`config.mk`:
```
export PLATFORM = sky130hd
export DESIGN_NAME = hse_div
export DESIGN_NICKNAME = d
export VERILOG_FILES = /design/src/rtl/hse_pkg.sv /design/src/rtl/hse_div.sv
export SDC_FILE = /design/constraint.sdc
export NUM_CORES = 1
export LEC_CHECK = 0
export ABC_AREA = 0
export ABC_CLOCK_PERIOD_IN_PS = 4200
export BUFFER_PORTS_ARGS = -buffer_cell sky130_fd_sc_hd__clkbuf_2
export CAP_MARGIN = 10
export CORE_ASPECT_RATIO = 0.7
export CORE_MARGIN = 3
export CORE_UTILIZATION = 40
export DETAILED_ROUTE_END_ITERATION = 6
export PLACE_DENSITY = 0.73
export SLEW_MARGIN = 15
export SYNTH_ARGS = -nofsm -noshare
export SYNTH_HDL_FRONTEND = slang
export SYNTH_SLANG_ARGS = --single-unit
```
`constraint.sdc`:
```
create_clock -name clk -period 4.2 [get_ports clk]
set_input_delay 0.42 -clock clk [delete_from_list [all_inputs] [get_ports clk]]
set_output_delay 0.42 -clock clk [all_outputs]
set_load 0.05 [all_outputs]
```
`src/rtl/hse_pkg.sv`:
```
package hse_pkg;

	// Serial divider widths: dividend is |q| * 2^16 or |d| * 2^32, divisor is |h|
	localparam int DVD_W = 80;
	localparam int DEN_W = 33;

	// Clip bound for the multiplier result, Horner sums and t, +-(2^62 - 1)
	localparam logic signed [63:0] LIM = 64'sh3FFF_FFFF_FFFF_FFFF;

	// One knot as stored in the table
	typedef struct packed {
		logic [31:0] slope;
		logic [31:0] y;
		logic [31:0] x;
	} knot_t;

	// Status of a multi-cycle arithmetic unit
	typedef struct packed {
		logic busy;
		logic done;
	} unit_stat_t;

	typedef enum logic [3:0] {
		S_IDLE,
		S_RD0,
		S_RDN,
		S_SCHK,
		S_SCMP,
		S_K0,
		S_K1,
		S_CA,
		S_CB,
		S_CC,
		S_TDIV,
		S_MST,
		S_MUL,
		S_GDIV,
		S_FIN
	} seq_state_t;

	// Horner steps, named by what each step multiplies and adds
	typedef enum logic [2:0] {
		HS_V_CUBE,
		HS_V_QUAD,
		HS_V_LIN,
		HS_G_QUAD,
		HS_G_LIN
	} horner_step_t;

endpackage

```
`src/rtl/hse_div.sv`:
```
module hse_div import hse_pkg::*; (
	input  logic             clk,
	input  logic             arst_n,
	input  logic             start,
	input  logic [DVD_W-1:0] dividend,
	input  logic [DEN_W-1:0] divisor,
	output logic [DVD_W-1:0] quotient,
	output unit_stat_t       stat
);

	localparam int CNT_W = $clog2(DVD_W);

	logic               busy_q;
	logic               done_q;
	logic [CNT_W-1:0]   cnt_q;
	logic [DVD_W-1:0]   work_q;
	logic [DEN_W-1:0]   rem_q;
	logic [DEN_W-1:0]   den_q;
	logic [DEN_W:0]     rem_sh;
	logic               ge;
	logic [DEN_W:0]     rem_nx;

	// Restoring step: shift in one dividend bit, subtract when it fits
	always_comb begin
		rem_sh = {rem_q, work_q[DVD_W-1]};
		ge     = rem_sh >= {1'b0, den_q};
		rem_nx = ge ? (rem_sh - {1'b0, den_q}) : rem_sh;
	end

	// Control: count one bit per cycle
	always_ff @(posedge clk or negedge arst_n) begin
		if (!arst_n) begin
			busy_q <= 1'b0;
			done_q <= 1'b0;
			cnt_q  <= '0;
		end else begin
			done_q <= 1'b0;
			if (start) begin
				busy_q <= 1'b1;
				cnt_q  <= '0;
			end else if (busy_q) begin
				cnt_q <= cnt_q + 1'b1;
				if (cnt_q == CNT_W'(DVD_W - 1)) begin
					busy_q <= 1'b0;
					done_q <= 1'b1;
				end
			end
		end
	end

	// Datapath: quotient bits replace dividend bits as they shift out
	always_ff @(posedge clk) begin
		if (start) begin
			work_q <= dividend;
			rem_q  <= '0;
			den_q  <= divisor;
		end else if (busy_q) begin
			work_q <= {work_q[DVD_W-2:0], ge};
			rem_q  <= rem_nx[DEN_W-1:0];
		end
	end

	assign quotient  = work_q;
	assign stat.busy = busy_q;
	assign stat.done = done_q;

endmodule

```
==> flow_summary.ini, run 1 <==
[cts]
post-cts-setup-buffer-count = 0
cts_buffer_depth = 2
cts_tree = yes
clock_sinks = 155
cts-root-buf = clkbuf_16
cts_resized = 0
htree_levels = 4
cts_buffers = 17
clkTransAtPathRegs_ns = 0.08
insertion_delay_ns = 0.42

[power]
pwr-share-seq = 0.443
power_density_nw_per_um2 = 411
p_comb_frac = 0.176
pwr-share-clk = 0.381
leakagePower_uw = 0.00430
peakVddDrop_mv = 0.304
netSwitchingFraction = 0.318
power_switching_uw = 1310
intPower_uw = 2810

[die]
dieArea_um2 = 22300
core_um2 = 20000
start_util = 0.410
num_rows = 43
die_y_um = 126
io_pins = 198
die_w_um = 177

[cells_and_area]
filler_cell_count = 1793
mostFrequentLayoutCells = clkbuf_2, edfxtp_1, mux2_2
nets = 1046
finalInstanceArea_um2 = 10000
layout_commonest_cell = clkbuf_2
syn2layout_area_growth_pct = 22.7
finish.utilization = 0.503
antenna-diode-count = 0
drive_gt1_frac = 0.369

[sta]
tightest_slew_ns = 0.837
hold_ws_ns = 0.167
tns_ns = 0
period_share = 0.925
clock_skew_ns = 0.0123
max_freq_ghz = 0.258
period_needed_ns = 3.88
hold_viol = 0
final_max_slew_viol_count = 0
finalSetupViolCount = 0
rsz0062_at_grt = false
maxSlewHeadroom = 0.442

[synth]
synth_area_per_cell_um2 = 11.6
netlist_instances = 707
ys_warn_count = 0
syn-num-nets = 858
ys_types = 63
ys_ff_latch = 155
synth_enable_flop_cells = 113
ys.flop_type = edfxtp_1
mappedNetlistArea_um2 = 8190
synthArstFlopShare = 0.0581
ys_seq_area_frac = 0.522

[routing]
vias = 6220
avgRoutedWirePerCell_um = 17.1
drtIter0Drc = 523
first_pass_iters = 6
drt-total-wl_mm = 20.1
viasPerCell = 5.28
drc = 0
ant_nets = 0

[grt]
grt_max_degree = 69
grt.total_usage = 0.178
grt_pass1_wl_mm = 31.3
antenna_found_initial = 0
grt_pass1_vias = 5831
grt_overflow = 0

[flow_run]
maxCapViolations = 0

[place]
gp_congestion = 0.853
post_dp_cell_area_um2 = 9420
port_buffers = 197
dpl.hpwl_mm = 14.6

[setup_path]
critPathCaptureType = flip-flop
r2r_start = quotient[79]
worst_ep_arrival_time_ns = 4.22
path_class = flip-flop to flip-flop
start_kind = flip-flop
r2r-end = rem_q[21]
rr_worst_depth = 13
rrSetupSlack_ns = 0.32
crit_fanout = 12
cp.required_ns = 4.54

[hold_path]
hold_class = input pin to flip-flop
worstHoldStart = divisor[8]
hold_end = den_q[8]
hold_depth = 1

[outcome]
status = finished, final reports clean
[cell usage after synthesis, types with 14 or more instances]
| cell | n | area share |
|---|---|---|
| ha_1 | 34 | 0.052 |
| nand2_1 | 42 | 0.019 |
| dfxtp_1 | 33 | 0.081 |
| xor2_1 | 14 | 0.015 |
| a21oi_1 | 42 | 0.026 |
| nor2_1 | 57 | 0.026 |
| o21ai_0 | 29 | 0.018 |
| a21o_1 | 14 | 0.013 |
| inv_1 | 44 | 0.020 |
| mux2_2 | 79 | 0.11 |
| xnor2_1 | 16 | 0.017 |
| clkbuf_1 | 26 | 0.012 |
| edfxtp_1 | 113 | 0.41 |
[layer usage]
metal  track usage  up-vias  part of all wire
met1         0.269     3024              0.49
met2         0.261      184              0.44
met4        0.0342        0            0.0082
met5             0        -                 0
met3        0.0413       12             0.061
li1              -     3000                 -
[power groups by stage]
| stage | registers, uW | clock network (uW) | logic, uW |
|---|---|---|---|
| 3_5_place_dp | 1860 | 0 | 722 |
| 4_1_cts | 1830 | 1600 | 727 |
| 2_1_floorplan | 2140 | 0 | 234 |
| 5_1_grt | 1840 | 1680 | 769 |
| 3_3_place_gp | 1860 | 0 | 720 |
| 6_report | 1830 | 1570 | 725 |
[per-stage QoR]
step | power (uW) | std cells | setup WS, ns
2_1_floorplan | 2380 | 707 | 0.434
6_report | 4130 | 1178 | 0.317
5_1_grt | 4290 | 1178 | 0.0994
4_1_cts | 4160 | 1178 | 0.318
3_3_place_gp | 2580 | 1145 | 0.473
3_5_place_dp | 2590 | 1145 | 0.326
[worst max path at each step]
stage | from | cells after the start | slack, ns | endpoint
final | quotient[79] | 13 | 0.32 | rem_q[21]
after global routing | quotient[79] | 13 | 0.1 | rem_q[21]
after CTS | quotient[79] | 13 | 0.32 | rem_q[21]
after detailed placement | quotient[79] | 13 | 0.33 | rem_q[21]
after global placement | quotient[79] | 13 | 0.47 | rem_q[21]
after floorplan | quotient[79] | 14 | 0.43 | rem_q[16]
[logic make-up (layout without fill, tap and decap cells)]
group                      count (synthesis)  in the layout  synth area share
and+or+nand+nor                          164            164            0.0952
buffers and inverters                     80            281            0.0406
xor gates and xnor gates                  30             30            0.0321
muxes                                     86             86             0.117
AOI/OAI and AO/OA                        157            157             0.138
DFF                                      155            155             0.522
adders and majority gates                 35             35            0.0544
[registers in the layout, indices dropped and copies added (netlist names)]
name / flops
quotient: 80
den_q: 33
rem_q: 33
cnt_q: 7
busy_q: 1
done_q: 1
[area by class of cell]
cell class	instances	area, um^2	share of cell area
Sequential cell	155	4280	0.426
Inverter	44	165	0.0164
Multi-Input combinational cell	472	3580	0.356
Clock inverter	15	195	0.0194
Tap cell	270	338	0.0336
Clock buffer	17	425	0.0423
Timing Repair Buffer	205	1070	0.106
[worst max-delay path: stages, from the launching register on]
cell	delay [ns]
edfxtp_1	0.42
inv_1	0.08
ha_1	0.15
inv_1	0.05
fa_1	0.43
a211oi_2	0.27
o211ai_1	0.18
a2111o_1	0.60
a221oi_4	0.41
a21oi_2	0.13
o41a_1	0.55
nand2_1	0.25
inv_1	0.06
a211oi_1	0.21
[timing repair]
action	in CTS	in global routing
endpoints found under the hold margin	9	0
endpoints found under the setup margin	0	0
hold buffers	1	0
Note: power is estimated with default switching activity, not from simulation.
==> inputs of run 2 (changes only) <==
- CORE_ASPECT_RATIO: 0.7 -> 0.9
==> run 2 against run 1 <==
Sequential power about the same; count of clock-buffer cells in the layout unchanged; register-to-register slack about the same; first-iteration DRC count down 31%.
==> flow_summary.ini, run 2 (synthesized netlist as in run 1, its figures left out) <==
[die]
start_util = 0.409
core_um2 = 20000
die_y_um = 142
num_rows = 49
dieArea_um2 = 22200
io_pins = 198
die_w_um = 157

[sta]
tns_ns = 0
final_max_slew_viol_count = 0
finalSetupViolCount = 0
hold_ws_ns = 0.155
maxSlewHeadroom = 0.306
clock_skew_ns = 0.0181
period_needed_ns = 3.90
hold_viol = 0
max_freq_ghz = 0.257
tightest_slew_ns = 1.04
rsz0062_at_grt = false
period_share = 0.928

[power]
peakVddDrop_mv = 0.226
power_uw = 4100
leakagePower_uw = 0.00430
power_density_nw_per_um2 = 409

[setup_path]
max_stage_delay_ns = 0.61
cp-startpoint = quotient[79]
r2r_start = quotient[79]
path_cells = inv_1, ha_1, inv_1, fa_1, a211oi_2, o211ai_1, a2111o_1, a221oi_4, a21oi_2, o41ai_4, buf_6, nand2_1, o22ai_1, nor3_1
worst_ep_arrival_time_ns = 4.17
rrSetupSlack_ns = 0.30
crit_fanout = 31
r2r-end = rem_q[16]
crit_end = rem_q[16]
critPathCaptureType = flip-flop
critPathSlowestCell = a2111o_1
start_kind = flip-flop
rr_worst_depth = 14
cp_common_cell = inv_1
cp.required_ns = 4.47
path_class = flip-flop to flip-flop

[routing]
drc = 0
avgRoutedWirePerCell_um = 17.6
first_pass_iters = 5
vias = 6174
ant_nets = 0
viasPerCell = 5.30
drt-total-wl_mm = 20.5
drtIter0Drc = 359

[cts]
htree_levels = 4
cts-root-buf = clkbuf_16
cts_buffers = 17
cts_buffer_depth = 2
clock_sinks = 155
cts_tree = yes
clkTransAtPathRegs_ns = 0.07
insertion_delay_ns = 0.44

[cells_and_area]
layout_commonest_cell = clkbuf_2
drive_gt1_frac = 0.370
syn2layout_area_growth_pct = 22.4
seqCellArea_um2 = 4280
largest_reg_flops = 80
finish.utilization = 0.500
layout.cells.non_filler = 1165
nets = 1047
multiInputGateArea_um2 = 3580
filler_cell_count = 1792
mostFrequentLayoutCells = clkbuf_2, edfxtp_1, mux2_2

[place]
dp_cells = 1131
port_buffers = 197
gp_congestion = 0.881
dpl.hpwl_mm = 14.6

[hold_path]
hold_class = input pin to flip-flop

[grt]
grt_max_degree = 153
grt_overflow = 0
grt_pass1_vias = 6171
grt_pass1_wl_mm = 32.7
grt.total_usage = 0.187
antenna_found_initial = 1

[outcome]
status = finished, final reports clean

[flow_run]
maxCapViolations = 0
## run 2: changes by cell type in the layout (fill, tap and decap cells not counted)
cell | before | now
inv_8 | 5 | 6
inv_2 | 1 | 0
clkinv_2 | 0 | 2
clkinv_8 | 7 | 4
buf_6 | 1 | 2
inv_6 | 1 | 2
diode_2 | 0 | 1
## run 2: timing repair
| item | 4_1_cts | 5_1_grt |
|---|---|---|
| hold buffers | 1 | 0 |
| buffers inserted | 0 | 0 |
| endpoints found under the hold margin | 9 | 0 |
| resized for setup | 0 | 1 |
| setup endpoints to repair | 0 | 3 |
## run 2: worst max-delay path, delay by kind of cell, from the launching register on
| family | cells | cell delay [ns] |
|---|---|---|
| DFF | 1 | 0.42 |
| buffers and inverters | 3 | 0.41 |
| and+or+nand+nor | 2 | 0.21 |
| AOI/OAI and AO/OA | 7 | 2.10 |
| adders and majority gates | 2 | 0.60 |
## run 2: metal layers
layer	global-route usage	vias up	part of all wire
li1	-	3002	-
met1	0.244	2927	0.43
met2	0.295	224	0.47
met3	0.0659	19	0.084
met4	0.0507	2	0.012
met5	0	-	0.00039
## run 2: worst min path at each step
stage | startpoint | depth (start not counted) | end
final | divisor[19] | 1 | den_q[19]
after global routing | divisor[15] | 1 | den_q[15]
after detailed placement | arst_n | 1 | cnt_q[5]
after floorplan | arst_n | 0 | busy_q
after global placement | arst_n | 1 | cnt_q[4]
after CTS | divisor[19] | 1 | den_q[19]
## run 2: layout make-up
type	count	area share
flip-flops and latches	155	0.427
multi-input cells	472	0.357
repair buffers	206	0.108
clock buffers	17	0.0424
well taps	255	0.0318
clock inverters	15	0.0171
inverters	44	0.0166
diodes	1	0.000250
## run 2: report_power, final
| part | internal, uW | switching, uW |
|---|---|---|
| registers | 1770 | 63.0 |
| logic | 228 | 495 |
| clock network | 803 | 737 |
## run 2: metrics by stage
step / cell area (um^2) / setup WS (ns)
final: 10000 / 0.304
after detailed placement: 9410 / 0.301
after global routing: 10000 / 0.0164
after floorplan: 8190 / 0.434
after CTS: 10000 / 0.241
after global placement: 9410 / 0.441
==> inputs of run 3 (changes only) <==
==> constraint.sdc (replaced) <==
create_clock -name clk -period 4.2 [get_ports clk]
set_input_delay 1.05 -clock clk [delete_from_list [all_inputs] [get_ports clk]]
set_output_delay 1.05 -clock clk [all_outputs]
set_load 0.05 [all_outputs]
==> run 3 against run 2 <==
Maximum frequency down 0.12%; wire length down 0.35%; setup slack worse by 0.0048 ns; final area down 0.19%; combinational power about the same; utilization down 0.094 points; via count down 0.76%; sequential power about the same; critical path depth down 1; global-route usage down 0.081 points; final cell count down 0.34%; die area unchanged; critical endpoint is now rem_q[21]; highest routed layer is now met4.
==> flow_summary.ini, run 3 (synthesized netlist as in run 1, its figures left out) <==
[cts]
clkTransAtPathRegs_ns = 0.07
htree_levels = 4
clock_sinks = 155
post-cts-setup-buffer-count = 0
cts-root-buf = clkbuf_16
cts_buffer_depth = 2
cts_tree = yes
cts_buffers = 17
insertion_delay_ns = 0.44

[setup_path]
critPathCaptureType = flip-flop
cp.required_ns = 4.54
worst_ep_arrival_time_ns = 4.24
path_cells = inv_1, ha_1, inv_1, fa_1, a211oi_2, o211ai_1, a2111o_1, a221oi_4, a21oi_2, o41a_2, nand2_1, inv_1, a211oi_1
crit_fanout = 12
path_class = flip-flop to flip-flop
max_stage_delay_ns = 0.59
start_kind = flip-flop
cp_common_cell = inv_1
critPathSlowestCell = a2111o_1

[routing]
wl_met1_mm = 8.69
wl_met2_mm = 9.76
top_layer_used = met4
ant_nets = 0
routed-wl-met3_mm = 1.58
drtIter0Drc = 367
first_pass_iters = 5
vias = 6127
avgRoutedWirePerCell_um = 17.6
viasPerCell = 5.28
drt-total-wl_mm = 20.4
drc = 0

[cells_and_area]
drive_gt1_frac = 0.370
layout_commonest_cell = clkbuf_2
syn2layout_area_growth_pct = 22.1
nets = 1044
mostFrequentLayoutCells = clkbuf_2, edfxtp_1, mux2_2
largest_reg_flops = 80
antenna-diode-count = 0
layout.cells.non_filler = 1161
filler_cell_count = 1814

[place]
port_buffers = 197
dpl.hpwl_mm = 14.7
dp_cells = 1129
place_ws_ns = 0.290
gp_congestion = 0.891

[outcome]
status = finished, final reports clean

[grt]
grt_max_degree = 153
antenna_found_initial = 0
grt.total_usage = 0.186
grt_pass1_wl_mm = 32.5
grt_pass1_vias = 6201
grt_overflow = 0

[hold_path]
hold_class = input pin to asynchronous set/reset pin

[die]
die_w_um = 157
num_rows = 49
core_um2 = 20000
die_y_um = 142
start_util = 0.409
dieArea_um2 = 22200
io_pins = 198

[sta]
clock_skew_ns = 0.0176
rsz0062_at_grt = false
period_share = 0.929
finalSetupViolCount = 0
tightest_slew_ns = 0.908
layout_setup_ws_ns = 0.299
max_freq_ghz = 0.256
hold_viol = 0
hold_ws_ns = 0.464
maxSlewHeadroom = 0.395
period_needed_ns = 3.90
tns_ns = 0
final_max_slew_viol_count = 0

[power]
power_switching_uw = 1290
power_density_nw_per_um2 = 409
peakVddDrop_mv = 0.218
intPower_uw = 2800
netSwitchingFraction = 0.315
pwr-share-clk = 0.375
p_comb_frac = 0.177
leakagePower_uw = 0.00430
pwr-share-seq = 0.448

[flow_run]
maxCapViolations = 0
## run 3: final cells by class
cell class / instances / area, um^2 / area share
Inverter: 44 / 166 / 0.0166
Timing Repair Buffer: 203 / 1060 / 0.106
Clock inverter: 15 / 170 / 0.0170
Multi-Input combinational cell: 472 / 3580 / 0.358
Sequential cell: 155 / 4280 / 0.428
Tap cell: 255 / 319 / 0.0319
Clock buffer: 17 / 425 / 0.0425
## run 3: per-layer routing
layer / global-route usage / vias to the layer above
met5: 0 / -
met3: 0.0683 / 24
met1: 0.231 / 2915
li1: - / 2998
met4: 0.0659 / 0
met2: 0.298 / 190
## run 3: what timing repair did
item / in CTS / in global routing
hold buffers: 0 / 0
gates resized for setup: 0 / 1
endpoints found under the setup margin: 0 / 2
## run 3: final timing paths
check	start	endpoint	slack, ns	cells past startpoint
min in group clk	rem_q[10]	rem_q[10]	0.47	2
min	arst_n	cnt_q[4]	0.46	1
max in group asynchronous	arst_n	busy_q	3.52	1
max reg2reg	quotient[79]	rem_q[21]	0.30	13
max	quotient[79]	rem_q[21]	0.30	13
min reg2reg	rem_q[10]	rem_q[10]	0.47	2
## run 3: stage by stage
step,instance area [um^2],utilization,power [uW]
6_report,10000,0.499,4090
5_1_grt,10000,0.499,4240
4_1_cts,10000,0.499,4140
3_5_place_dp,9410,0.469,2590
3_3_place_gp,9410,0.469,2580
2_1_floorplan,8190,-,2380
## run 3: critical path, delay by kind of cell, from the launching register on
kind	cells	cell delay (ns)
simple gates	1	0.19
buf+inv	3	0.20
fa+ha+maj	2	0.61
flops	1	0.41
compound gates	7	2.40
## run 3: power by group through the flow
stage | Combinational (uW) | Sequential, uW | Clock [uW]
final | 722 | 1830 | 1530
after floorplan | 234 | 2140 | 0
after detailed placement | 724 | 1870 | 0
after CTS | 727 | 1840 | 1580
after global routing | 770 | 1850 | 1620
after global placement | 718 | 1860 | 0
